## config.mk

```make
export PLATFORM = sky130hd
export DESIGN_NAME = sync_length_sum_frame_parser_unit_flat
export DESIGN_NICKNAME = d
export VERILOG_FILES = /design/src/hdl/slsfp_pkg.sv /design/src/hdl/slsfp_req_if.sv /design/src/hdl/slsfp_rsp_if.sv /design/src/hdl/slsfp_ram.sv /design/src/hdl/slsfp_ctrl.sv /design/src/hdl/slsfp_dpath.sv /design/src/hdl/sync_length_sum_frame_parser_unit.sv /design/src/flat_wrapper.sv
export VERILOG_INCLUDE_DIRS = /design/src /design/src/hdl
export SDC_FILE = /design/constraint.sdc
export NUM_CORES = 1
export LEC_CHECK = 0
export ABC_AREA = 0
export BUFFER_PORTS_ARGS = -buffer_cell sky130_fd_sc_hd__buf_2
export CAP_MARGIN = 20
export CORE_MARGIN = 5
export CORE_UTILIZATION = 50
export CTS_CLUSTER_SIZE = 20
export DETAILED_ROUTE_END_ITERATION = 8
export PLACE_DENSITY = 0.67
export SYNTH_ARGS = -nofsm -noshare
export SYNTH_HDL_FRONTEND = slang
export SYNTH_SLANG_ARGS = --single-unit
```

## constraint.sdc

```tcl
create_clock -name clock -period 5.9 [get_ports clock]
set_clock_uncertainty 0.15 [all_clocks]
set_input_delay 1.18 -clock clock [delete_from_list [all_inputs] [get_ports clock]]
set_output_delay 1.18 -clock clock [all_outputs]
set_load 0.02 [all_outputs]
```

## src/hdl/sync_length_sum_frame_parser_unit_defines.svh

```systemverilog
// ---------------------------------------------------------------------------
// Assertion macros for the sync/length/sum frame parser
// Concurrent checks in simulation, empty bodies for synthesis.
// ---------------------------------------------------------------------------
`ifndef SYNC_LENGTH_SUM_FRAME_PARSER_UNIT_DEFINES_SVH
`define SYNC_LENGTH_SUM_FRAME_PARSER_UNIT_DEFINES_SVH
`ifndef SYNTHESIS
// same-cycle implication
`define SLSFP_ASSERT_SAME(label, clk, rst, ante, cons) \
   label: assert property (@(posedge clk) disable iff (rst) (ante) |-> (cons)) \
      else $error("slsfp: same-cycle check failed");
// next-cycle implication
`define SLSFP_ASSERT_NEXT(label, clk, rst, ante, cons) \
   label: assert property (@(posedge clk) disable iff (rst) (ante) |=> (cons)) \
      else $error("slsfp: next-cycle check failed");
`else
`define SLSFP_ASSERT_SAME(label, clk, rst, ante, cons)
`define SLSFP_ASSERT_NEXT(label, clk, rst, ante, cons)
`endif
`endif

```

## src/hdl/slsfp_pkg.sv

```systemverilog
// ---------------------------------------------------------------------------
// slsfp_pkg
// Shared types and constants of the frame parser.
// ---------------------------------------------------------------------------
package slsfp_pkg;

   localparam int BYTE_W  = 8;
   localparam int LEN_W   = 6;
   localparam int INDEX_W = 5;
   localparam int CSR_IDX_W = 2;

   localparam logic [CSR_IDX_W-1:0] CSR_SYNC_FIRST   = 2'd0;
   localparam logic [CSR_IDX_W-1:0] CSR_SYNC_SECOND  = 2'd1;
   localparam logic [CSR_IDX_W-1:0] CSR_LENGTH_LIMIT = 2'd2;

   localparam logic [BYTE_W-1:0] SYNC_FIRST_RESET   = 8'd170;
   localparam logic [BYTE_W-1:0] SYNC_SECOND_RESET  = 8'd85;
   localparam logic [LEN_W-1:0]  LENGTH_LIMIT_RESET = 6'd32;

   typedef enum logic [2:0] {
      ST_HUNT,
      ST_SYNC2,
      ST_CMD,
      ST_LEN,
      ST_PAYLOAD,
      ST_CHECK,
      ST_EMIT_RD,
      ST_EMIT_WR
   } slsfp_state_type;

   typedef struct packed {
      logic req_ready;
      logic load_cmd;
      logic load_len;
      logic store_byte;
      logic start_emit;
      logic rd_en;
      logic load_out;
   } slsfp_cmd_type;

   typedef struct packed {
      logic sync1_hit;
      logic sync2_hit;
      logic len_too_big;
      logic len_zero;
      logic count_done;
      logic sum_hit;
      logic out_free;
      logic idx_last;
   } slsfp_status_type;

endpackage

```

## src/hdl/slsfp_req_if.sv

```systemverilog
// ---------------------------------------------------------------------------
// slsfp_req_if
// Received-byte channel: valid, ready and one byte.
// ---------------------------------------------------------------------------
interface slsfp_req_if;
   import slsfp_pkg::*;

   logic              valid;
   logic              ready;
   logic [BYTE_W-1:0] rx_byte;

   modport source (output valid, output rx_byte, input ready);
   modport sink   (input valid, input rx_byte, output ready);
endinterface

```

## src/hdl/slsfp_rsp_if.sv

```systemverilog
// ---------------------------------------------------------------------------
// slsfp_rsp_if
// Result channel: one payload byte of a verified frame per item.
// ---------------------------------------------------------------------------
interface slsfp_rsp_if;
   import slsfp_pkg::*;

   logic               valid;
   logic               ready;
   logic [BYTE_W-1:0]  command;
   logic [LEN_W-1:0]   frame_length;
   logic [INDEX_W-1:0] byte_index;
   logic [BYTE_W-1:0]  payload_byte;
   logic               last;

   modport source (output valid, output command, output frame_length, output byte_index,
                   output payload_byte, output last, input ready);
   modport sink   (input valid, input command, input frame_length, input byte_index,
                   input payload_byte, input last, output ready);
endinterface

```

## src/hdl/slsfp_ram.sv

```systemverilog
// ---------------------------------------------------------------------------
// slsfp_ram
// Generic single-write, single-read RAM with registered read data.
// ---------------------------------------------------------------------------
module slsfp_ram #(
   parameter int WIDTH  = 8,
   parameter int DEPTH  = 32,
   parameter int ADDR_W = (DEPTH > 1) ? $clog2(DEPTH) : 1
) (
   input  logic              clock,
   input  logic              wr_en,
   input  logic [ADDR_W-1:0] wr_addr,
   input  logic [WIDTH-1:0]  wr_data,
   input  logic              rd_en,
   input  logic [ADDR_W-1:0] rd_addr,
   output logic [WIDTH-1:0]  rd_data
);

   logic [WIDTH-1:0] mem_ff [DEPTH];
   logic [WIDTH-1:0] rd_data_ff;

   always_ff @(posedge clock) begin
      if (wr_en) begin
         mem_ff[wr_addr] <= wr_data;
      end
      if (rd_en) begin
         rd_data_ff <= mem_ff[rd_addr];
      end
   end

   assign rd_data = rd_data_ff;

endmodule

```

## src/hdl/slsfp_ctrl.sv

```systemverilog
// ---------------------------------------------------------------------------
// slsfp_ctrl
// Frame phase sequencer and result emission sequencer.
// ---------------------------------------------------------------------------
module slsfp_ctrl (
   input  logic                        clock,
   input  logic                        reset,
   input  logic                        req_valid,
   input  slsfp_pkg::slsfp_status_type status,
   output slsfp_pkg::slsfp_cmd_type    cmd
);
   import slsfp_pkg::*;

   slsfp_state_type state_ff;
   slsfp_state_type state_in;
   logic            take_ready;
   logic            accept;

   always_comb begin
      take_ready = !(state_ff == ST_EMIT_RD || state_ff == ST_EMIT_WR);
   end

   assign accept = req_valid && take_ready;

   always_ff @(posedge clock) begin
      if (reset) begin
         state_ff <= ST_HUNT;
      end else begin
         state_ff <= state_in;
      end
   end

   // next state
   always_comb begin
      state_in = state_ff;
      unique case (state_ff)
         ST_HUNT: begin
            if (accept && status.sync1_hit) state_in = ST_SYNC2;
         end
         ST_SYNC2: begin
            if (accept) state_in = status.sync2_hit ? ST_CMD : ST_HUNT;
         end
         ST_CMD: begin
            if (accept) state_in = ST_LEN;
         end
         ST_LEN: begin
            if (accept) begin
               if (status.len_too_big) state_in = ST_HUNT;
               else if (status.len_zero) state_in = ST_CHECK;
               else state_in = ST_PAYLOAD;
            end
         end
         ST_PAYLOAD: begin
            if (accept && status.count_done) state_in = ST_CHECK;
         end
         ST_CHECK: begin
            if (accept) state_in = status.sum_hit ? ST_EMIT_RD : ST_HUNT;
         end
         ST_EMIT_RD: begin
            state_in = ST_EMIT_WR;
         end
         ST_EMIT_WR: begin
            if (status.out_free) state_in = status.idx_last ? ST_HUNT : ST_EMIT_RD;
         end
         default: begin
            state_in = ST_HUNT;
         end
      endcase
   end

   // outputs
   always_comb begin
      cmd            = '0;
      cmd.req_ready  = take_ready;
      unique case (state_ff)
         ST_CMD:     cmd.load_cmd   = accept;
         ST_LEN:     cmd.load_len   = accept;
         ST_PAYLOAD: cmd.store_byte = accept;
         ST_CHECK:   cmd.start_emit = accept && status.sum_hit;
         ST_EMIT_RD: cmd.rd_en      = 1'b1;
         ST_EMIT_WR: cmd.load_out   = status.out_free;
         default:    cmd.req_ready  = take_ready;
      endcase
   end

endmodule

```

## src/hdl/slsfp_dpath.sv

```systemverilog
// ---------------------------------------------------------------------------
// slsfp_dpath
// Config registers, frame header, checksum, payload store and output register.
// ---------------------------------------------------------------------------
module slsfp_dpath #(
   parameter int MAX_BYTES = 32
) (
   input  logic                                 clock,
   input  logic                                 reset,
   input  logic                                 csr_we,
   input  logic [slsfp_pkg::CSR_IDX_W-1:0]      csr_index,
   input  logic [slsfp_pkg::BYTE_W-1:0]         csr_wdata,
   input  logic [slsfp_pkg::BYTE_W-1:0]         rx_byte,
   input  logic                                 rsp_ready,
   input  slsfp_pkg::slsfp_cmd_type             cmd,
   output slsfp_pkg::slsfp_status_type          status,
   output logic                                 rsp_valid,
   output logic [slsfp_pkg::BYTE_W-1:0]         rsp_command,
   output logic [slsfp_pkg::LEN_W-1:0]          rsp_frame_length,
   output logic [slsfp_pkg::INDEX_W-1:0]        rsp_byte_index,
   output logic [slsfp_pkg::BYTE_W-1:0]         rsp_payload_byte,
   output logic                                 rsp_last
);
   import slsfp_pkg::*;

   localparam int ADDR_W = (MAX_BYTES > 1) ? $clog2(MAX_BYTES) : 1;
   localparam logic [LEN_W:0] MAX_LEN = (LEN_W + 1)'(MAX_BYTES);

   logic [BYTE_W-1:0]  sync_first_ff;
   logic [BYTE_W-1:0]  sync_second_ff;
   logic [LEN_W-1:0]   length_limit_ff;
   logic [BYTE_W-1:0]  held_command_ff;
   logic [LEN_W-1:0]   held_length_ff;
   logic [LEN_W-1:0]   count_ff;
   logic [BYTE_W-1:0]  sum_ff;
   logic [LEN_W-1:0]   rd_idx_ff;
   logic               out_valid_ff;
   logic [BYTE_W-1:0]  out_command_ff;
   logic [LEN_W-1:0]   out_length_ff;
   logic [INDEX_W-1:0] out_index_ff;
   logic [BYTE_W-1:0]  out_payload_ff;
   logic               out_last_ff;

   logic [LEN_W:0]     eff_limit;
   logic [LEN_W:0]     count_next;
   logic [LEN_W:0]     idx_next;
   logic [BYTE_W-1:0]  rd_data;

   // limit is the smaller of the register and the store depth
   always_comb begin
      eff_limit  = ({1'b0, length_limit_ff} > MAX_LEN) ? MAX_LEN : {1'b0, length_limit_ff};
      count_next = {1'b0, count_ff} + 1'b1;
      idx_next   = {1'b0, rd_idx_ff} + 1'b1;
   end

   always_comb begin
      status.sync1_hit   = (rx_byte == sync_first_ff);
      status.sync2_hit   = (rx_byte == sync_second_ff);
      status.len_too_big = ({1'b0, rx_byte} > {2'b00, eff_limit});
      status.len_zero    = (rx_byte == '0);
      status.count_done  = (count_next >= {1'b0, held_length_ff});
      status.sum_hit     = (rx_byte == sum_ff);
      status.out_free    = !out_valid_ff || rsp_ready;
      status.idx_last    = (held_length_ff == '0) || (idx_next == {1'b0, held_length_ff});
   end

   always_ff @(posedge clock) begin
      if (reset) begin
         sync_first_ff   <= SYNC_FIRST_RESET;
         sync_second_ff  <= SYNC_SECOND_RESET;
         length_limit_ff <= LENGTH_LIMIT_RESET;
      end else if (csr_we) begin
         unique case (csr_index)
            CSR_SYNC_FIRST:   sync_first_ff   <= csr_wdata;
            CSR_SYNC_SECOND:  sync_second_ff  <= csr_wdata;
            CSR_LENGTH_LIMIT: length_limit_ff <= csr_wdata[LEN_W-1:0];
            default:          sync_first_ff   <= sync_first_ff;
         endcase
      end
   end

   // header, checksum and read pointer
   always_ff @(posedge clock) begin
      if (reset) begin
         held_command_ff <= '0;
         held_length_ff  <= '0;
         count_ff        <= '0;
         sum_ff          <= '0;
         rd_idx_ff       <= '0;
      end else begin
         if (cmd.load_cmd) begin
            held_command_ff <= rx_byte;
            sum_ff          <= rx_byte;
         end
         if (cmd.load_len) begin
            sum_ff <= sum_ff + rx_byte;
            if (!status.len_too_big) begin
               held_length_ff <= rx_byte[LEN_W-1:0];
               count_ff       <= '0;
            end
         end
         if (cmd.store_byte) begin
            sum_ff   <= sum_ff + rx_byte;
            count_ff <= count_next[LEN_W-1:0];
         end
         if (cmd.start_emit) begin
            rd_idx_ff <= '0;
         end else if (cmd.load_out) begin
            rd_idx_ff <= idx_next[LEN_W-1:0];
         end
      end
   end

   slsfp_ram #(
      .WIDTH (BYTE_W),
      .DEPTH (MAX_BYTES)
   ) u_store (
      .clock   (clock),
      .wr_en   (cmd.store_byte),
      .wr_addr (count_ff[ADDR_W-1:0]),
      .wr_data (rx_byte),
      .rd_en   (cmd.rd_en),
      .rd_addr (rd_idx_ff[ADDR_W-1:0]),
      .rd_data (rd_data)
   );

   // output register
   always_ff @(posedge clock) begin
      if (reset) begin
         out_valid_ff <= 1'b0;
      end else if (cmd.load_out) begin
         out_valid_ff <= 1'b1;
      end else if (rsp_ready) begin
         out_valid_ff <= 1'b0;
      end
   end

   always_ff @(posedge clock) begin
      if (cmd.load_out) begin
         out_command_ff <= held_command_ff;
         out_length_ff  <= held_length_ff;
         out_index_ff   <= rd_idx_ff[INDEX_W-1:0];
         out_payload_ff <= (held_length_ff == '0) ? '0 : rd_data;
         out_last_ff    <= status.idx_last;
      end
   end

   assign rsp_valid        = out_valid_ff;
   assign rsp_command      = out_command_ff;
   assign rsp_frame_length = out_length_ff;
   assign rsp_byte_index   = out_index_ff;
   assign rsp_payload_byte = out_payload_ff;
   assign rsp_last         = out_last_ff;

endmodule

```

## src/hdl/sync_length_sum_frame_parser_unit.sv

```systemverilog
// ---------------------------------------------------------------------------
// sync_length_sum_frame_parser_unit
// Byte-stream frame parser: sync, sync, command, length, payload, sum.
// req_bus takes one received byte per item; it is accepted in the cycle it is
// offered whenever the parser is collecting a frame. A frame whose 8-bit sum of
// command, length and payload matches its last byte is replayed on rsp_bus
// as one item per payload byte (one item for an empty frame), tagged with
// command, length and index; last marks the final item of the run.
// Each item is replayed by the registered read of the payload store
// followed by the load of the output register. req_bus.ready is low
// during the replay; the first item follows the sum byte through both steps.
// A stalled rsp_bus holds the output register and the replay waits; the
// next frame's bytes are accepted while the final item is still pending.
// Reset restores the sync bytes and length limit and returns to hunting; the
// payload store is not cleared. csr_* writes must come while idle (unchecked).
// ---------------------------------------------------------------------------
`include "sync_length_sum_frame_parser_unit_defines.svh"

module sync_length_sum_frame_parser_unit #(
   parameter int MAX_BYTES = 32
) (
   input  logic                            clock,
   input  logic                            reset,
   slsfp_req_if.sink                       req_bus,
   slsfp_rsp_if.source                     rsp_bus,
   input  logic                            csr_we,
   input  logic [slsfp_pkg::CSR_IDX_W-1:0] csr_index,
   input  logic [slsfp_pkg::BYTE_W-1:0]    csr_wdata
);
   import slsfp_pkg::*;

   slsfp_cmd_type    cmd;
   slsfp_status_type status;

   // controller: frame phases and replay sequencing
   slsfp_ctrl u_ctrl (
      .clock     (clock),
      .reset     (reset),
      .req_valid (req_bus.valid),
      .status    (status),
      .cmd       (cmd)
   );

   // datapath: registers, checksum, store and the output register
   slsfp_dpath #(
      .MAX_BYTES (MAX_BYTES)
   ) u_dpath (
      .clock            (clock),
      .reset            (reset),
      .csr_we           (csr_we),
      .csr_index        (csr_index),
      .csr_wdata        (csr_wdata),
      .rx_byte          (req_bus.rx_byte),
      .rsp_ready        (rsp_bus.ready),
      .cmd              (cmd),
      .status           (status),
      .rsp_valid        (rsp_bus.valid),
      .rsp_command      (rsp_bus.command),
      .rsp_frame_length (rsp_bus.frame_length),
      .rsp_byte_index   (rsp_bus.byte_index),
      .rsp_payload_byte (rsp_bus.payload_byte),
      .rsp_last         (rsp_bus.last)
   );

   // hold off input during replay
   assign req_bus.ready = cmd.req_ready;

   // no store read while input bytes are being taken
   `SLSFP_ASSERT_SAME(a_read_blocks_input, clock, reset, cmd.rd_en, !req_bus.ready)
   // never overwrite an item still waiting on rsp_bus
   `SLSFP_ASSERT_SAME(a_load_when_free, clock, reset, cmd.load_out, status.out_free)
   // after the final item is loaded, resume hunting at once
   `SLSFP_ASSERT_NEXT(a_resume_after_last, clock, reset, cmd.load_out && status.idx_last, req_bus.ready)

endmodule

```

## src/flat_wrapper.sv

```systemverilog
// flat-port wrapper written by rule: the top's interface ports become plain ports
module sync_length_sum_frame_parser_unit_flat import slsfp_pkg::*;
#(
   parameter int MAX_BYTES = 32
)
  (clock, reset, csr_we, csr_index, csr_wdata, req_bus_valid, req_bus_rx_byte, req_bus_ready, rsp_bus_valid, rsp_bus_command, rsp_bus_frame_length, rsp_bus_byte_index, rsp_bus_payload_byte, rsp_bus_last, rsp_bus_ready);
  slsfp_req_if req_bus_i ();
  slsfp_rsp_if rsp_bus_i ();
  input  logic clock;
  input  logic reset;
  input  logic csr_we;
  input  logic [slsfp_pkg::CSR_IDX_W-1:0] csr_index;
  input  logic [slsfp_pkg::BYTE_W-1:0] csr_wdata;
  input wire logic [$bits(req_bus_i.valid)-1:0] req_bus_valid;
  input wire logic [$bits(req_bus_i.rx_byte)-1:0] req_bus_rx_byte;
  output wire logic [$bits(req_bus_i.ready)-1:0] req_bus_ready;
  output wire logic [$bits(rsp_bus_i.valid)-1:0] rsp_bus_valid;
  output wire logic [$bits(rsp_bus_i.command)-1:0] rsp_bus_command;
  output wire logic [$bits(rsp_bus_i.frame_length)-1:0] rsp_bus_frame_length;
  output wire logic [$bits(rsp_bus_i.byte_index)-1:0] rsp_bus_byte_index;
  output wire logic [$bits(rsp_bus_i.payload_byte)-1:0] rsp_bus_payload_byte;
  output wire logic [$bits(rsp_bus_i.last)-1:0] rsp_bus_last;
  input wire logic [$bits(rsp_bus_i.ready)-1:0] rsp_bus_ready;
  assign req_bus_i.valid = req_bus_valid;
  assign req_bus_i.rx_byte = req_bus_rx_byte;
  assign req_bus_ready = req_bus_i.ready;
  assign rsp_bus_valid = rsp_bus_i.valid;
  assign rsp_bus_command = rsp_bus_i.command;
  assign rsp_bus_frame_length = rsp_bus_i.frame_length;
  assign rsp_bus_byte_index = rsp_bus_i.byte_index;
  assign rsp_bus_payload_byte = rsp_bus_i.payload_byte;
  assign rsp_bus_last = rsp_bus_i.last;
  assign rsp_bus_i.ready = rsp_bus_ready;
  sync_length_sum_frame_parser_unit #(.MAX_BYTES(MAX_BYTES)) u_core (.clock(clock), .reset(reset), .req_bus(req_bus_i), .rsp_bus(rsp_bus_i), .csr_we(csr_we), .csr_index(csr_index), .csr_wdata(csr_wdata));
endmodule
```

-- After elaboration in Yosys (flattened, before gate mapping)
Memories as Yosys holds them, arrays and structs flattened. A register that Yosys moved wholly into a read port is not among the register bits.
Cells that the tools add are included.
Widths: inputs -> output; s select.
- bits in registers: 88
- bits in writable memories: 256
- output and inout port bits: 30
- memories kept: 1
- input bits: 23
- add/sub/neg operators: 3
- mux-type cells: 30
- eq/ne operators: 21
- bitwise operators: 1
- magnitude comparators: 3
- reductions and logical operators: 23
- memories (memory ; words ; bits a word ; read ports ; clocked after Yosys merged registers in ; wr ports ; RTL line ; RTL):
    u_core.u_dpath.u_store.mem_ff ; 32 ; 8 ; 1 ; 1 ; 1 ; slsfp_ram.sv:19 ; logic [WIDTH-1:0] mem_ff [DEPTH];
- operators with widths (operator ; count):
    $mux 3 ; 10
    $eq 8x8->1 ; 3
    $mux 6 ; 4
    $mux 8 ; 3
    $pmux 3 s8 ; 1
    $ne 2x2->1 const B ; 8
    $add 6x1->7 const B ; 2
    $eq 3x3->1 const B ; 4
    $mux 1 ; 11
    $reduce_and 2->1 ; 5
    $add 8x8->8 ; 1
    $gt 8x6->1 ; 1
    $logic_not 8->1 ; 1
    $eq 7x6->1 ; 1
    $ge 7x6->1 ; 1
    $reduce_and 7->1 ; 1
    $eq 3x2->1 const B ; 2
    $gt 6x6->1 const B ; 1
    $logic_not 6->1 ; 1
    $logic_and 1x1->1 ; 4
    $reduce_bool 2->1 ; 2
    $eq 3x1->1 const B ; 1
    $logic_not 3->1 ; 1
    $logic_or 1x1->1 ; 3
    8 further kinds ; 9

-- Depth between registers and ports, before layout
Gate-level depths: netlist (run 1).
- depth after elaboration: 8
- mapped depth: 11
- gate-level depth less buffers: 10

-- Modules after synthesis
From an unflattened synthesis (run 1), not the netlist that was laid out.
- cell total of the unflattened synthesis: 875
- area, all modules: 14691.6 um2
- by module, submodules not included (module ; area an instance (um2) ; cells an instance ; seq. area each (um2) ; instances):
    slsfp_ram ; 10133.5 ; 417 ; 7927.6 ; 1
    slsfp_dpath ; 4257.8 ; 421 ; 1981.9 ; 1
    slsfp_ctrl ; 300.3 ; 37 ; 60.1 ; 1

-- Least setup slack after synthesis (run 1)
OpenSTA, ideal clock, no wires.
- path kind: input to register
- start: in rsp_bus_ready
- end: reg u_core.u_dpath.rd_idx_ff[4]
- required time: 5.685 ns
- stages on the path: 5
- slack: 2.554 ns
- arrival: 3.131 ns
- path through: nor2b_1 nor2_1 nand4_1 xor2_1 nor2_1
- RTL lines (item ; RTL line ; RTL):
    from (decl) ; flat_wrapper.sv:23 ; input wire logic [$bits(rsp_bus_i.ready)-1:0] rsp_bus_ready;
    to (signal assigned) ; slsfp_dpath.sv:109 ; rd_idx_ff <= idx_next[LEN_W-1:0];
    to (decl) ; slsfp_dpath.sv:36 ; logic [LEN_W-1:0] rd_idx_ff;

-- Final worst setup path (run 1)
- start: in req_bus_rx_byte[4]
- end: reg u_core.u_dpath.count_ff[2]
- longest elaborated chain between the ends: 3
- ends and longest elaborated chain (item ; RTL line ; RTL):
    from (decl) ; flat_wrapper.sv:15 ; input wire logic [$bits(req_bus_i.rx_byte)-1:0] req_bus_rx_byte;
    $gt 8x6->1 ; slsfp_dpath.sv:59 ; status.len_too_big = ({1'b0, rx_byte} > {2'b00, eff_limit});
    $ne 2x2->1 (no source line) ; - ;
    $reduce_and 2->1 (no source line) ; - ;
    to (signal assigned) ; slsfp_dpath.sv:104 ; count_ff <= count_next[LEN_W-1:0];
    to (decl) ; slsfp_dpath.sv:34 ; logic [LEN_W-1:0] count_ff;
Every way passes these cells.
A chain may end at the register's enable or synchronous reset.

==> metrics.txt, run 1 <==
# TYPE chip_impl_metric gauge
chip_impl_info{name="predominant_post_synthesis_flop_cell",value="edfxtp_1"} 1
chip_impl_metric{name="critical_path_required_time",unit="ps"} 6100
chip_impl_metric{name="tritoncts_num_sinks",unit=""} 352
chip_impl_metric{name="ir_drop",unit="mV"} 0.251
chip_impl_metric{name="detail_route.wl_per_cell",unit="um"} 21.9
chip_impl_metric{name="post_cts.repair.setup_buffers",unit=""} 0
chip_impl_metric{name="edff_count_synth",unit=""} 292
chip_impl_metric{name="leakagePower",unit="nW"} 5.38
chip_impl_metric{name="detailed_place_hpwl",unit="mm"} 18.4
chip_impl_metric{name="syn_to_final_growth",unit="%"} 12.6
chip_impl_metric{name="final_setup_violation_count",unit=""} 0
chip_impl_metric{name="place.port_buffers",unit=""} 52
chip_impl_metric{name="post_synth.cell_area_avg",unit="sq um"} 16.6
chip_impl_metric{name="synth-seq-area-share",unit=""} 0.686
chip_impl_metric{name="drive_gt1_frac",unit=""} 0.204
chip_impl_metric{name="layout.filler_cells",unit=""} 2178
chip_impl_metric{name="ctsHtreeMaxLevel",unit=""} 2
chip_impl_info{name="critical_path_class",value="in2reg"} 1
chip_impl_metric{name="cap_viol_max_count",unit=""} 0
chip_impl_metric{name="synth.distinct_cells",unit=""} 57
chip_impl_info{name="status",value="complete, no violations"} 1
chip_impl_metric{name="slew-limit-headroom",unit=""} 0.304
chip_impl_metric{name="cp.arrival",unit="ps"} 3570
chip_impl_metric{name="cts_made_buffers",unit=""} 38
chip_impl_metric{name="cp.buffers_inverters",unit=""} 1
chip_impl_metric{name="postSynthRegisterBits",unit=""} 352
chip_impl_metric{name="die_y",unit="um"} 181
chip_impl_info{name="crit_end",value="u_core.u_dpath.count_ff[2]"} 1
chip_impl_metric{name="i_o_pin_count",unit=""} 53
chip_impl_metric{name="routed_wirelength",unit="mm"} 29.5
chip_impl_metric{name="cts_hold_buf",unit=""} 0
chip_impl_metric{name="power_density",unit="nW/um^2"} 311
chip_impl_metric{name="resized_gates_after_cts",unit=""} 0
chip_impl_metric{name="first_global_vias",unit=""} 7605
chip_impl_metric{name="syn-instance-count",unit=""} 875
chip_impl_metric{name="initial_utilization",unit=""} 0.507
chip_impl_metric{name="hold_viol_final",unit=""} 0
chip_impl_metric{name="grt_start_max_net_pins",unit=""} 57
chip_impl_metric{name="worst_r2r_path_depth",unit=""} 4
chip_impl_metric{name="hold-worst-slack",unit="ps"} 281
chip_impl_metric{name="synth_async_sr_flop_share",unit=""} 0
chip_impl_metric{name="ys.warnings.count",unit=""} 0
chip_impl_metric{name="routed_via_density",unit=""} 5.68
chip_impl_info{name="worstSetupStartpoint",value="req_bus_rx_byte[4]"} 1
chip_impl_metric{name="mappedNetlistArea",unit="sq um"} 14500
chip_impl_metric{name="drt.antenna.violating_nets",unit=""} 0
chip_impl_metric{name="antenna-diode-count",unit=""} 0
chip_impl_metric{name="dr.pass1.iters",unit=""} 7
chip_impl_metric{name="grt_pass1_wl",unit="mm"} 45.8
chip_impl_metric{name="dieArea",unit="sq um"} 32600
chip_impl_info{name="timing.critical_path.slowest_stage_cell",value="buf_2"} 1
chip_impl_metric{name="vias",unit=""} 7650
chip_impl_metric{name="final-max-slew-violation-count",unit=""} 0
chip_impl_info{name="setup.worst_path.end_class",value="flip-flop"} 1
chip_impl_metric{name="worstSkewPairLatency",unit="ps"} 510
chip_impl_metric{name="final_worst_path_cycle_share",unit=""} 0.572
chip_impl_metric{name="grt_overflow",unit=""} 0
chip_impl_metric{name="post_syn_nets",unit=""} 923
chip_impl_metric{name="crit_fanout",unit=""} 39
chip_impl_metric{name="period_minus_slack",unit="ps"} 3380
chip_impl_metric{name="grt_usage",unit=""} 0.181
chip_impl_info{name="layout_commonest_cell",value="edfxtp_1"} 1
chip_impl_info{name="setup_repair_after_global_routing_missed_its_margin",value="false"} 1
chip_impl_metric{name="layout.nets",unit=""} 982
chip_impl_metric{name="antenna_violations_before_repair",unit=""} 1
chip_impl_info{name="clock_tree_from_tritoncts",value="done"} 1
chip_impl_metric{name="gp_routability_congestion",unit=""} 0.820
chip_impl_info{name="crit_path_cell_trace",value="buf_2, ha_1, a21o_1, a2111o_1, o21ai_2, nand2_2, a21oi_1, nor3_1"} 1
chip_impl_metric{name="fin_tns_setup",unit="ps"} 0
chip_impl_metric{name="cpPeakStageDelay",unit="ps"} 590
chip_impl_metric{name="layout.core_utilization",unit=""} 0.570
chip_impl_info{name="worstSetupStartpointType",value="input pin"} 1
chip_impl_metric{name="core_area",unit="sq um"} 28700
chip_impl_info{name="critical_path.reg2reg.endpoint",value="u_core.u_dpath.u_store.rd_data[5]"} 1
chip_impl_info{name="crit_family",value="compound AO/OA/AOI/OAI gates"} 1
chip_impl_metric{name="clk_path_buf_depth",unit=""} 3
chip_impl_metric{name="clk_pin_slew",unit="ps"} 60
chip_impl_metric{name="drt_iter0_markers",unit=""} 772
chip_impl_metric{name="die_x",unit="um"} 181
chip_impl_info{name="cts.root.buffer_cell",value="clkbuf_16"} 1
chip_impl_metric{name="r2r_slack",unit="ps"} 2650
chip_impl_metric{name="drcViolationCount",unit=""} 0
chip_impl_metric{name="worst_slew_pin_slew",unit="ps"} 1040
chip_impl_info{name="crit-reg2reg-launch",value="u_core.u_dpath.rd_idx_ff[0]"} 1
chip_impl_info{name="layout.cells.most_common_list",value="edfxtp_1 (292), nor2_1 (75), mux4_2 (66), dfxtp_1 (58), nand2_1 (55)"} 1
chip_impl_metric{name="placement_rows",unit=""} 62
chip_impl_info{name="timing.hold.worst.class",value="reg2reg"} 1
chip_impl_metric{name="timing.critical_path.depth",unit=""} 8
chip_impl_metric{name="fmax",unit="GHz"} 0.296
stage by stage:
step	area, sq um	cells	setup WS, ps	total power, W
finish	16400	1347	2520	0.00510
global route	16400	1347	2280	0.00526
CTS	16400	1347	2490	0.00514
detailed placement	15100	1278	1970	0.00284
global placement	15100	1278	2050	0.00284
floorplan	14500	875	2550	0.00279
flip-flops by register name, indices dropped and copies added, names as in the netlist, 3 cells and up:
register,count
u_core.u_dpath.u_store.mem_ff,256
u_core.u_dpath.held_command_ff,8
u_core.u_dpath.rsp_command,8
u_core.u_dpath.rsp_payload_byte,8
u_core.u_dpath.sum_ff,8
u_core.u_dpath.sync_first_ff,8
u_core.u_dpath.sync_second_ff,8
u_core.u_dpath.u_store.rd_data,8
u_core.u_dpath.count_ff,6
u_core.u_dpath.held_length_ff,6
u_core.u_dpath.length_limit_ff,6
u_core.u_dpath.rd_idx_ff,6
u_core.u_dpath.rsp_frame_length,6
u_core.u_dpath.rsp_byte_index,5
u_core.u_ctrl.state_ff,3
Yosys cell counts (4+ instances only):
| library cell | n | area [sq um] |
|---|---|---|
| a211o_1 | 8 | 70.1 |
| mux2_2 | 8 | 90.1 |
| a21oi_1 | 31 | 155 |
| mux2i_1 | 15 | 150 |
| buf_2 | 7 | 35.0 |
| nand2_1 | 55 | 206 |
| nor2b_1 | 7 | 43.8 |
| nand3b_1 | 7 | 52.6 |
| and2_1 | 10 | 62.6 |
| o21ai_0 | 9 | 45.0 |
| edfxtp_1 | 292 | 8770 |
| dfxtp_1 | 60 | 1200 |
| ha_1 | 24 | 300 |
| mux4_2 | 66 | 1490 |
| xnor2_1 | 13 | 114 |
| xor2_1 | 24 | 210 |
| nand3_1 | 27 | 135 |
| buf_1 | 5 | 18.8 |
| a31oi_1 | 7 | 43.8 |
| nor4_1 | 8 | 50.1 |
| mux4_1 | 14 | 368 |
| inv_1 | 18 | 67.6 |
| or3_1 | 4 | 25.0 |
| nor2_1 | 76 | 285 |
| clkbuf_1 | 26 | 97.6 |
| nand2b_1 | 6 | 37.5 |
power breakdown:
part / internal (W) / leakage, nW / switching [W]
combinational: 0.0000262 / 1.61 / 0.0000669
clock: 0.00139 / 0.606 / 0.000918
sequential: 0.00269 / 3.16 / 0.00000412
total: 0.00411 / 5.38 / 0.000989
layout make-up:
class,instances,area [sq um],share of cell area
clock inverters,21,173,0.0105
inverters,18,67.6,0.00413
clock buffers,48,1050,0.0643
multi-input cells,463,4290,0.262
well taps,384,480,0.0294
flip-flops and latches,352,9970,0.609
repair buffers,61,328,0.0200
per-layer routing:
layer  GRT usage  wire, um  share of wire
met1       0.261     13100           0.44
met2       0.291     14200           0.48
met3      0.0347      1720          0.058
met4      0.0411       547          0.019
met5           0         0              0
worst register-to-register path: cells and delay by family (launching register included):
| family | cells | cell delay (ps) |
|---|---|---|
| buf+inv | 1 | 500 |
| mux | 3 | 1480 |
| flops | 1 | 880 |
worst min-delay path by stage:
| stage | depth (start not counted) | start | endpoint |
|---|---|---|---|
| final | 0 | u_core.u_dpath.held_command_ff[0] | u_core.u_dpath.rsp_command[0] |
| after global routing | 0 | u_core.u_dpath.held_command_ff[7] | u_core.u_dpath.rsp_command[7] |
| after CTS | 0 | u_core.u_dpath.held_command_ff[0] | u_core.u_dpath.rsp_command[0] |
| after detailed placement | 0 | u_core.u_dpath.held_command_ff[3] | u_core.u_dpath.rsp_command[3] |
| after global placement | 0 | u_core.u_dpath.held_command_ff[2] | u_core.u_dpath.rsp_command[2] |
| after floorplan | 0 | u_core.u_dpath.rd_idx_ff[2] | u_core.u_dpath.rsp_byte_index[2] |
cell families after synthesis:
family                     synth area share
AOI/OAI and AO/OA                    0.0376
xor gates and xnor gates             0.0223
adders and majority gates            0.0220
buffers and inverters                0.0196
DFF                                   0.686
muxes                                 0.144
and+or+nand+nor                      0.0687
Power figures use the tool's default switching activity.
==> run 2, diff against run 1 <==
==> constraint.sdc (replaced) <==
create_clock -name clock -period 3.4 [get_ports clock]
set_clock_uncertainty 0.15 [all_clocks]
set_input_delay 0.68 -clock clock [delete_from_list [all_inputs] [get_ports clock]]
set_output_delay 0.68 -clock clock [all_outputs]
set_load 0.02 [all_outputs]
==> run 2 against run 1 <==
Sequential cell count did not move. Wire length is 8.6% higher. Final cell count rose by 4.1%. Sequential share of layout area fell by 1.4 points. Non-clock buffer count is 59 higher. Critical endpoint is now u_core.u_dpath.u_store.rd_data[5]. Total power rose by 70%. Largest cell class unchanged. Core utilization rose by 1.3 points. Die area is the same. Combinational power grew 89%. Sequential power is 74% higher.
==> metrics.txt, run 2 (synthesis results as in run 1) <==
# TYPE chip_impl_metric gauge
chip_impl_metric{name="ctsHtreeMaxLevel",unit=""} 2
chip_impl_metric{name="hold_viol_final",unit=""} 0
chip_impl_metric{name="hold_depth",unit=""} 3
chip_impl_info{name="layout_commonest_cell",value="edfxtp_1"} 1
chip_impl_info{name="cts.root.buffer_cell",value="clkbuf_16"} 1
chip_impl_metric{name="slew-limit-headroom",unit=""} 0.359
chip_impl_info{name="critical_path_class",value="reg2reg"} 1
chip_impl_metric{name="detailed_place_hpwl",unit="mm"} 21.1
chip_impl_metric{name="tritoncts_num_sinks",unit=""} 352
chip_impl_metric{name="antenna-diode-count",unit=""} 0
chip_impl_metric{name="critical_path_required_time",unit="ps"} 3530
chip_impl_metric{name="cap_viol_max_count",unit=""} 0
chip_impl_metric{name="worstSkewPairLatency",unit="ps"} 520
chip_impl_metric{name="post_cts.repair.setup_buffers",unit=""} 0
chip_impl_metric{name="crit_fanout",unit=""} 20
chip_impl_metric{name="grt_usage",unit=""} 0.196
chip_impl_metric{name="die_x",unit="um"} 181
chip_impl_metric{name="grt_overflow",unit=""} 0
chip_impl_metric{name="routed_via_density",unit=""} 5.81
chip_impl_metric{name="worst_slew_pin_slew",unit="ps"} 958
chip_impl_metric{name="leakagePower",unit="nW"} 5.64
chip_impl_metric{name="first_global_vias",unit=""} 7879
chip_impl_metric{name="period_minus_slack",unit="ps"} 2730
chip_impl_metric{name="routed_wirelength",unit="mm"} 32.1
chip_impl_metric{name="layout.nets",unit=""} 1041
chip_impl_metric{name="cts_hold_buf",unit=""} 0
chip_impl_metric{name="ir_drop",unit="mV"} 0.423
chip_impl_metric{name="grt_start_max_net_pins",unit=""} 41
chip_impl_metric{name="drt_iter0_markers",unit=""} 845
chip_impl_metric{name="antenna_violations_before_repair",unit=""} 1
chip_impl_info{name="largest_register",value="u_core.u_dpath.u_store.mem_ff"} 1
chip_impl_metric{name="layoutNonFillerInstCount",unit=""} 1402
chip_impl_metric{name="clk_path_buf_depth",unit=""} 3
chip_impl_metric{name="final-max-slew-violation-count",unit=""} 0
chip_impl_metric{name="vias",unit=""} 8148
chip_impl_metric{name="final_worst_path_cycle_share",unit=""} 0.803
chip_impl_metric{name="largest_register_ffs",unit=""} 256
chip_impl_metric{name="fmax",unit="GHz"} 0.366
chip_impl_metric{name="drive_gt1_frac",unit=""} 0.248
chip_impl_metric{name="die_y",unit="um"} 181
chip_impl_metric{name="layout.core_utilization",unit=""} 0.583
chip_impl_metric{name="total_power",unit="W"} 0.00865
chip_impl_info{name="layout.cells.most_common_list",value="edfxtp_1 (292), nor2_1 (75), buf_4 (67), mux4_2 (66), dfxtp_1 (58)"} 1
chip_impl_metric{name="drt.antenna.violating_nets",unit=""} 0
chip_impl_metric{name="grt_pass1_wl",unit="mm"} 48.5
chip_impl_metric{name="clk_pin_slew",unit="ps"} 60
chip_impl_metric{name="detail_route.wl_per_cell",unit="um"} 22.9
chip_impl_metric{name="i_o_pin_count",unit=""} 53
chip_impl_metric{name="resized_gates_after_cts",unit=""} 0
chip_impl_metric{name="place.port_buffers",unit=""} 52
chip_impl_metric{name="cp.arrival",unit="ps"} 2850
chip_impl_info{name="clock_tree_from_tritoncts",value="done"} 1
chip_impl_metric{name="initial_utilization",unit=""} 0.507
chip_impl_metric{name="drcViolationCount",unit=""} 0
chip_impl_info{name="setup.worst_path.end_class",value="flip-flop"} 1
chip_impl_metric{name="placement_rows",unit=""} 62
chip_impl_metric{name="fin_tns_setup",unit="ps"} 0
chip_impl_info{name="timing.hold.worst.class",value="in2reg"} 1
chip_impl_info{name="worstSetupStartpointType",value="flip-flop"} 1
chip_impl_info{name="setup_repair_after_global_routing_missed_its_margin",value="false"} 1
chip_impl_metric{name="power_density",unit="nW/um^2"} 517
chip_impl_metric{name="cts_made_buffers",unit=""} 38
chip_impl_metric{name="dieArea",unit="sq um"} 32600
chip_impl_metric{name="syn_to_final_growth",unit="%"} 15.2
chip_impl_metric{name="gp_routability_congestion",unit=""} 0.824
chip_impl_metric{name="core_area",unit="sq um"} 28700
chip_impl_metric{name="final_setup_violation_count",unit=""} 0
chip_impl_info{name="status",value="complete, no violations"} 1
chip_impl_metric{name="post_placement_cell_count",unit=""} 1337
chip_impl_metric{name="worst_r2r_path_depth",unit=""} 4
chip_impl_metric{name="dr.pass1.iters",unit=""} 6
==> run 2: changes by cell type in the layout (fill, tap and decap cells not counted) <==
cell        delta
buf_12         +1
buf_4         +58
bufinv_16      -1
clkbuf_1       -1
clkbuf_16      -3
clkinv_2       -4
clkinv_4       +1
clkinv_8       +1
clkinvlp_4     +2
inv_6          +1
==> run 2: worst paths after layout <==
path,startpoint,endpoint,slack (ps)
worst max-delay path,u_core.u_dpath.rd_idx_ff[0],u_core.u_dpath.u_store.rd_data[5],670
worst max register to register,u_core.u_dpath.rd_idx_ff[0],u_core.u_dpath.u_store.rd_data[5],670
worst min-delay path,csr_wdata[4],u_core.u_dpath.length_limit_ff[4],270
worst min register to register,u_core.u_dpath.held_command_ff[2],u_core.u_dpath.rsp_command[2],290
==> run 2: where the power goes <==
part / switching, W / internal (W)
logic: 0.000123 / 0.0000535
clock network: 0.00160 / 0.00221
registers: 0.00000698 / 0.00466
==> run 2: routing by layer <==
layer	wire length (um)	track usage
met5	0	0
met2	14900	0.305
met3	2110	0.0301
met1	14600	0.297
met4	502	0.0426
==> run 2: critical path, stage by stage, from the launching register on <==
cell,delay [ps]
dfxtp_4,590
buf_4,330
mux4_1,570
mux4_2,540
mux2_2,280
==> run 2: cell type report <==
class	instances	area [sq um]
multi-input cells	463	4290
clock buffers	44	973
clock inverters	21	171
fillers	2226	12000
inverters	18	67.6
flip-flops and latches	352	9970
repair buffers	120	783
well taps	384	480
==> run 2: stage by stage <==
step / hold WS (ps) / instance area (sq um) / worst slack, ps
after floorplan: 256 / 14500 / 485
after global placement: 274 / 15600 / 556
after detailed placement: 274 / 15600 / 536
after CTS: 255 / 16700 / 659
after global routing: 275 / 16700 / 551
final: 275 / 16700 / 670
==> run 3, diff against run 2 <==
--- a/config.mk
+++ b/config.mk
@@ -6,14 +6,14 @@
 export SDC_FILE = /design/constraint.sdc
 export NUM_CORES = 1
 export LEC_CHECK = 0
-export ABC_AREA = 0
+export ABC_AREA = 1
 export BUFFER_PORTS_ARGS = -buffer_cell sky130_fd_sc_hd__buf_2
 export CAP_MARGIN = 20
 export CORE_MARGIN = 5
 export CORE_UTILIZATION = 50
 export CTS_CLUSTER_SIZE = 20
 export DETAILED_ROUTE_END_ITERATION = 8
-export PLACE_DENSITY = 0.67
+export PLACE_DENSITY = 0.69
 export SYNTH_ARGS = -nofsm -noshare
 export SYNTH_HDL_FRONTEND = slang
 export SYNTH_SLANG_ARGS = --single-unit
==> constraint.sdc (replaced) <==
create_clock -name clock -period 2.4 [get_ports clock]
set_clock_uncertainty 0.15 [all_clocks]
set_input_delay 0.48 -clock clock [delete_from_list [all_inputs] [get_ports clock]]
set_output_delay 0.48 -clock clock [all_outputs]
set_load 0.02 [all_outputs]
==> run 3 against run 2 <==
Worst setup slack got worse by 600 ps. First-iteration DRC count increased by 56%. Largest cell class unchanged. Clock power grew 45%. Synthesized area grew 1.4%.
==> metrics.txt, run 3 <==
# TYPE chip_impl_metric gauge
chip_impl_metric{name="first_global_vias",unit=""} 10200
chip_impl_info{name="worstSetupStartpointType",value="flip-flop"} 1
chip_impl_metric{name="dr.pass1.iters",unit=""} 5
chip_impl_metric{name="synth_async_sr_flop_share",unit=""} 0
chip_impl_metric{name="largest_register_ffs",unit=""} 256
chip_impl_metric{name="relative_contribution_of_combinational_cells_to_total_power",unit=""} 0.025
chip_impl_metric{name="synth-seq-area-share",unit=""} 0.676
chip_impl_info{name="cts.root.buffer_cell",value="clkbuf_16"} 1
chip_impl_metric{name="die_x",unit="um"} 182
chip_impl_info{name="synthTopCellsByCount",value="edfxtp_1 (292), nand2_1 (207), nor2_1 (184), o21ai_0 (127), a21oi_1 (69)"} 1
chip_impl_metric{name="layout.filler_cells",unit=""} 2294
chip_impl_info{name="clock_tree_from_tritoncts",value="done"} 1
chip_impl_metric{name="layout.core_utilization",unit=""} 0.598
chip_impl_metric{name="worstSkewPairLatency",unit="ps"} 530
chip_impl_metric{name="placement_rows",unit=""} 62
chip_impl_metric{name="cap_viol_max_count",unit=""} 0
chip_impl_metric{name="dieArea",unit="sq um"} 33000
chip_impl_metric{name="wl_met1",unit="mm"} 15.4
chip_impl_metric{name="postSynthRegisterBits",unit=""} 352
chip_impl_metric{name="total_switching_power",unit="W"} 0.00256
chip_impl_metric{name="initial_utilization",unit=""} 0.509
chip_impl_metric{name="hold_viol_final",unit=""} 0
chip_impl_metric{name="critical_path_required_time",unit="ps"} 2650
chip_impl_metric{name="die_y",unit="um"} 182
chip_impl_metric{name="post_synth.cell_area_avg",unit="sq um"} 11.3
chip_impl_metric{name="routed_wirelength",unit="mm"} 36.8
chip_impl_metric{name="post_syn_nets",unit=""} 1351
chip_impl_info{name="timing.critical_path.slowest_stage_cell",value="dfxtp_2"} 1
chip_impl_info{name="routed.top_layer",value="met4"} 1
chip_impl_info{name="crit_path_cell_trace",value="ha_4, nand2_4, nor2_4, a211oi_2, ha_1, a21oi_1, nand3b_2, nand2_1, inv_1, nand3_2, nand2_1, nand2_2, nand2_1, nor2_2, nand2_1, a21oi_2"} 1
chip_impl_metric{name="period_minus_slack",unit="ps"} 2330
chip_impl_metric{name="ir_drop",unit="mV"} 0.384
chip_impl_info{name="layout_commonest_cell",value="edfxtp_1"} 1
chip_impl_metric{name="cellInternalPower",unit="W"} 0.00990
chip_impl_metric{name="gp_routability_congestion",unit=""} 0.852
chip_impl_metric{name="syn-instance-count",unit=""} 1303
chip_impl_metric{name="fmax",unit="GHz"} 0.430
chip_impl_metric{name="mappedNetlistArea",unit="sq um"} 14700
chip_impl_metric{name="place.port_buffers",unit=""} 52
chip_impl_metric{name="i_o_pin_count",unit=""} 53
chip_impl_metric{name="worst_slew_pin_slew",unit="ps"} 813
chip_impl_metric{name="drive_gt1_frac",unit=""} 0.172
chip_impl_info{name="setup_repair_after_global_routing_missed_its_margin",value="true"} 1
chip_impl_metric{name="tritoncts_num_sinks",unit=""} 352
chip_impl_metric{name="final_setup_violation_count",unit=""} 0
chip_impl_metric{name="core_area",unit="sq um"} 28900
chip_impl_info{name="synth.most_common_cell",value="edfxtp_1"} 1
chip_impl_metric{name="layout.nets",unit=""} 1486
chip_impl_metric{name="clk_path_buf_depth",unit=""} 3
chip_impl_metric{name="detailed_place_hpwl",unit="mm"} 24.5
chip_impl_metric{name="fin_tns_setup",unit="ps"} 0
chip_impl_info{name="predominant_post_synthesis_flop_cell",value="edfxtp_1"} 1
chip_impl_info{name="ys_top_cells_by_area",value="edfxtp_1 (59%), dfxtp_1 (8.1%), nand2_1 (5.3%)"} 1
chip_impl_info{name="setup.worst_path.end_class",value="flip-flop"} 1
chip_impl_metric{name="crit_fanout",unit=""} 4
chip_impl_metric{name="multi_input_area",unit="sq um"} 4280
chip_impl_metric{name="wl_met3",unit="mm"} 2.12
chip_impl_metric{name="vias",unit=""} 10400
chip_impl_metric{name="syn_to_final_growth",unit="%"} 17.4
chip_impl_metric{name="grt_overflow",unit=""} 0
chip_impl_metric{name="ctsHtreeMaxLevel",unit=""} 2
chip_impl_metric{name="ys.warnings.count",unit=""} 0
chip_impl_metric{name="slew-limit-headroom",unit=""} 0.456
chip_impl_metric{name="cts_hold_buf",unit=""} 0
chip_impl_metric{name="power_density",unit="nW/um^2"} 720
chip_impl_metric{name="detail_route.wl_per_cell",unit="um"} 19.9
chip_impl_metric{name="final-max-slew-violation-count",unit=""} 0
chip_impl_metric{name="grt_pass1_wl",unit="mm"} 57.6
chip_impl_metric{name="seq_power_share",unit=""} 0.532
chip_impl_metric{name="cp.arrival",unit="ps"} 2580
chip_impl_info{name="timing.hold.worst.class",value="in2reg"} 1
chip_impl_metric{name="routed_via_density",unit=""} 5.62
chip_impl_metric{name="drt_iter0_markers",unit=""} 1314
chip_impl_metric{name="leakagePower",unit="nW"} 6.43
chip_impl_metric{name="yosys.area.top_type_share",unit=""} 0.595
chip_impl_metric{name="antenna_violations_before_repair",unit=""} 0
chip_impl_metric{name="wl_met2",unit="mm"} 18.3
chip_impl_metric{name="final-seq-area",unit="sq um"} 9980
chip_impl_metric{name="switching_share",unit=""} 0.206
chip_impl_metric{name="cts_made_buffers",unit=""} 38
chip_impl_metric{name="cpPeakStageDelay",unit="ps"} 330
chip_impl_metric{name="r2r_slack",unit="ps"} 70
chip_impl_metric{name="clk_pin_slew",unit="ps"} 60
chip_impl_metric{name="antenna-diode-count",unit=""} 0
chip_impl_info{name="layout.cells.most_common_list",value="edfxtp_1 (292), nand2_1 (206), nor2_1 (184), o21ai_0 (125), buf_4 (95)"} 1
chip_impl_info{name="largest_register",value="u_core.u_dpath.u_store.mem_ff"} 1
chip_impl_metric{name="drcViolationCount",unit=""} 0
chip_impl_info{name="critPathMostFrequentCell",value="nand2_1"} 1
chip_impl_metric{name="synth.distinct_cells",unit=""} 40
chip_impl_info{name="synthDominantAreaCellType",value="edfxtp_1"} 1
chip_impl_metric{name="power.clock.fraction",unit=""} 0.443
chip_impl_metric{name="grt_start_max_net_pins",unit=""} 45
chip_impl_metric{name="grt_usage",unit=""} 0.220
chip_impl_metric{name="edff_count_synth",unit=""} 292
chip_impl_info{name="status",value="complete, no violations"} 1
chip_impl_info{name="critical_path_class",value="reg2reg"} 1
chip_impl_metric{name="drt.antenna.violating_nets",unit=""} 0
chip_impl_metric{name="final_worst_path_cycle_share",unit=""} 0.969
[run 3: final cells by class]
type / count / share of cell area
repair buffers: 153 / 0.0632
multi-input cells: 818 / 0.247
well taps: 384 / 0.0278
clock inverters: 16 / 0.00578
flip-flops and latches: 352 / 0.577
inverters: 75 / 0.0164
clock buffers: 54 / 0.0632
[run 3: cells by family after synthesis]
group	Yosys count	synth area share
and+or+nand+nor	474	0.135
DFF	352	0.676
AOI/OAI and AO/OA	301	0.119
buffers and inverters	133	0.0375
adders and majority gates	25	0.0217
xor gates and xnor gates	18	0.0107
[run 3: path summary, 6_finish.rpt]
| kind | from | to | depth (start not counted) |
|---|---|---|---|
| worst max-delay path | u_core.u_dpath.count_ff[1] | u_core.u_ctrl.state_ff[2] | 16 |
| worst min-delay path | csr_wdata[5] | u_core.u_dpath.sync_first_ff[5] | 3 |
| worst max register to register | u_core.u_dpath.count_ff[1] | u_core.u_ctrl.state_ff[2] | 16 |
| worst min register to register | u_core.u_dpath.held_command_ff[6] | u_core.u_dpath.rsp_command[6] | 0 |
[run 3: repair_timing]
action                                  in CTS  in global routing
resized for setup                            1                 16
pin swaps                                    0                  9
endpoints found under the setup margin       3                 11
buffers inserted                             0                  4
[run 3: per-layer routing]
layer / vias to the layer above / GRT usage
li1: 4948 / -
met1: 5034 / 0.294
met2: 364 / 0.378
met3: 70 / 0.0308
met4: 0 / 0.0666
met5: - / 0
[run 3: stage by stage]
step                hold WS [ps]  cell area (sq um)  total power [W]  std cells  setup slack (ps)
global placement             270              16000          0.00706       1778             -13.9
floorplan                    259              14700          0.00689       1303               144
finish                      55.0              17300           0.0125       1852              74.2
CTS                         39.5              17200           0.0125       1848              23.9
global route                56.9              17300           0.0128       1852             -48.5
detailed placement           271              16000          0.00706       1778             -61.2
[run 3: critical path, delay by kind of cell (launching register included)]
family          cells  cell delay, ps
compound gates      3             430
fa+ha+maj           2             480
buf+inv             1              70
flops               1             330
simple gates       10             730
[run 3: power groups by stage]
stage	clock (W)	combinational, W	sequential, W
finish	0.00552	0.000309	0.00663
CTS	0.00558	0.000305	0.00663
detailed placement	0	0.000304	0.00676
global route	0.00587	0.000342	0.00663
floorplan	0	0.000130	0.00676
global placement	0	0.000298	0.00676
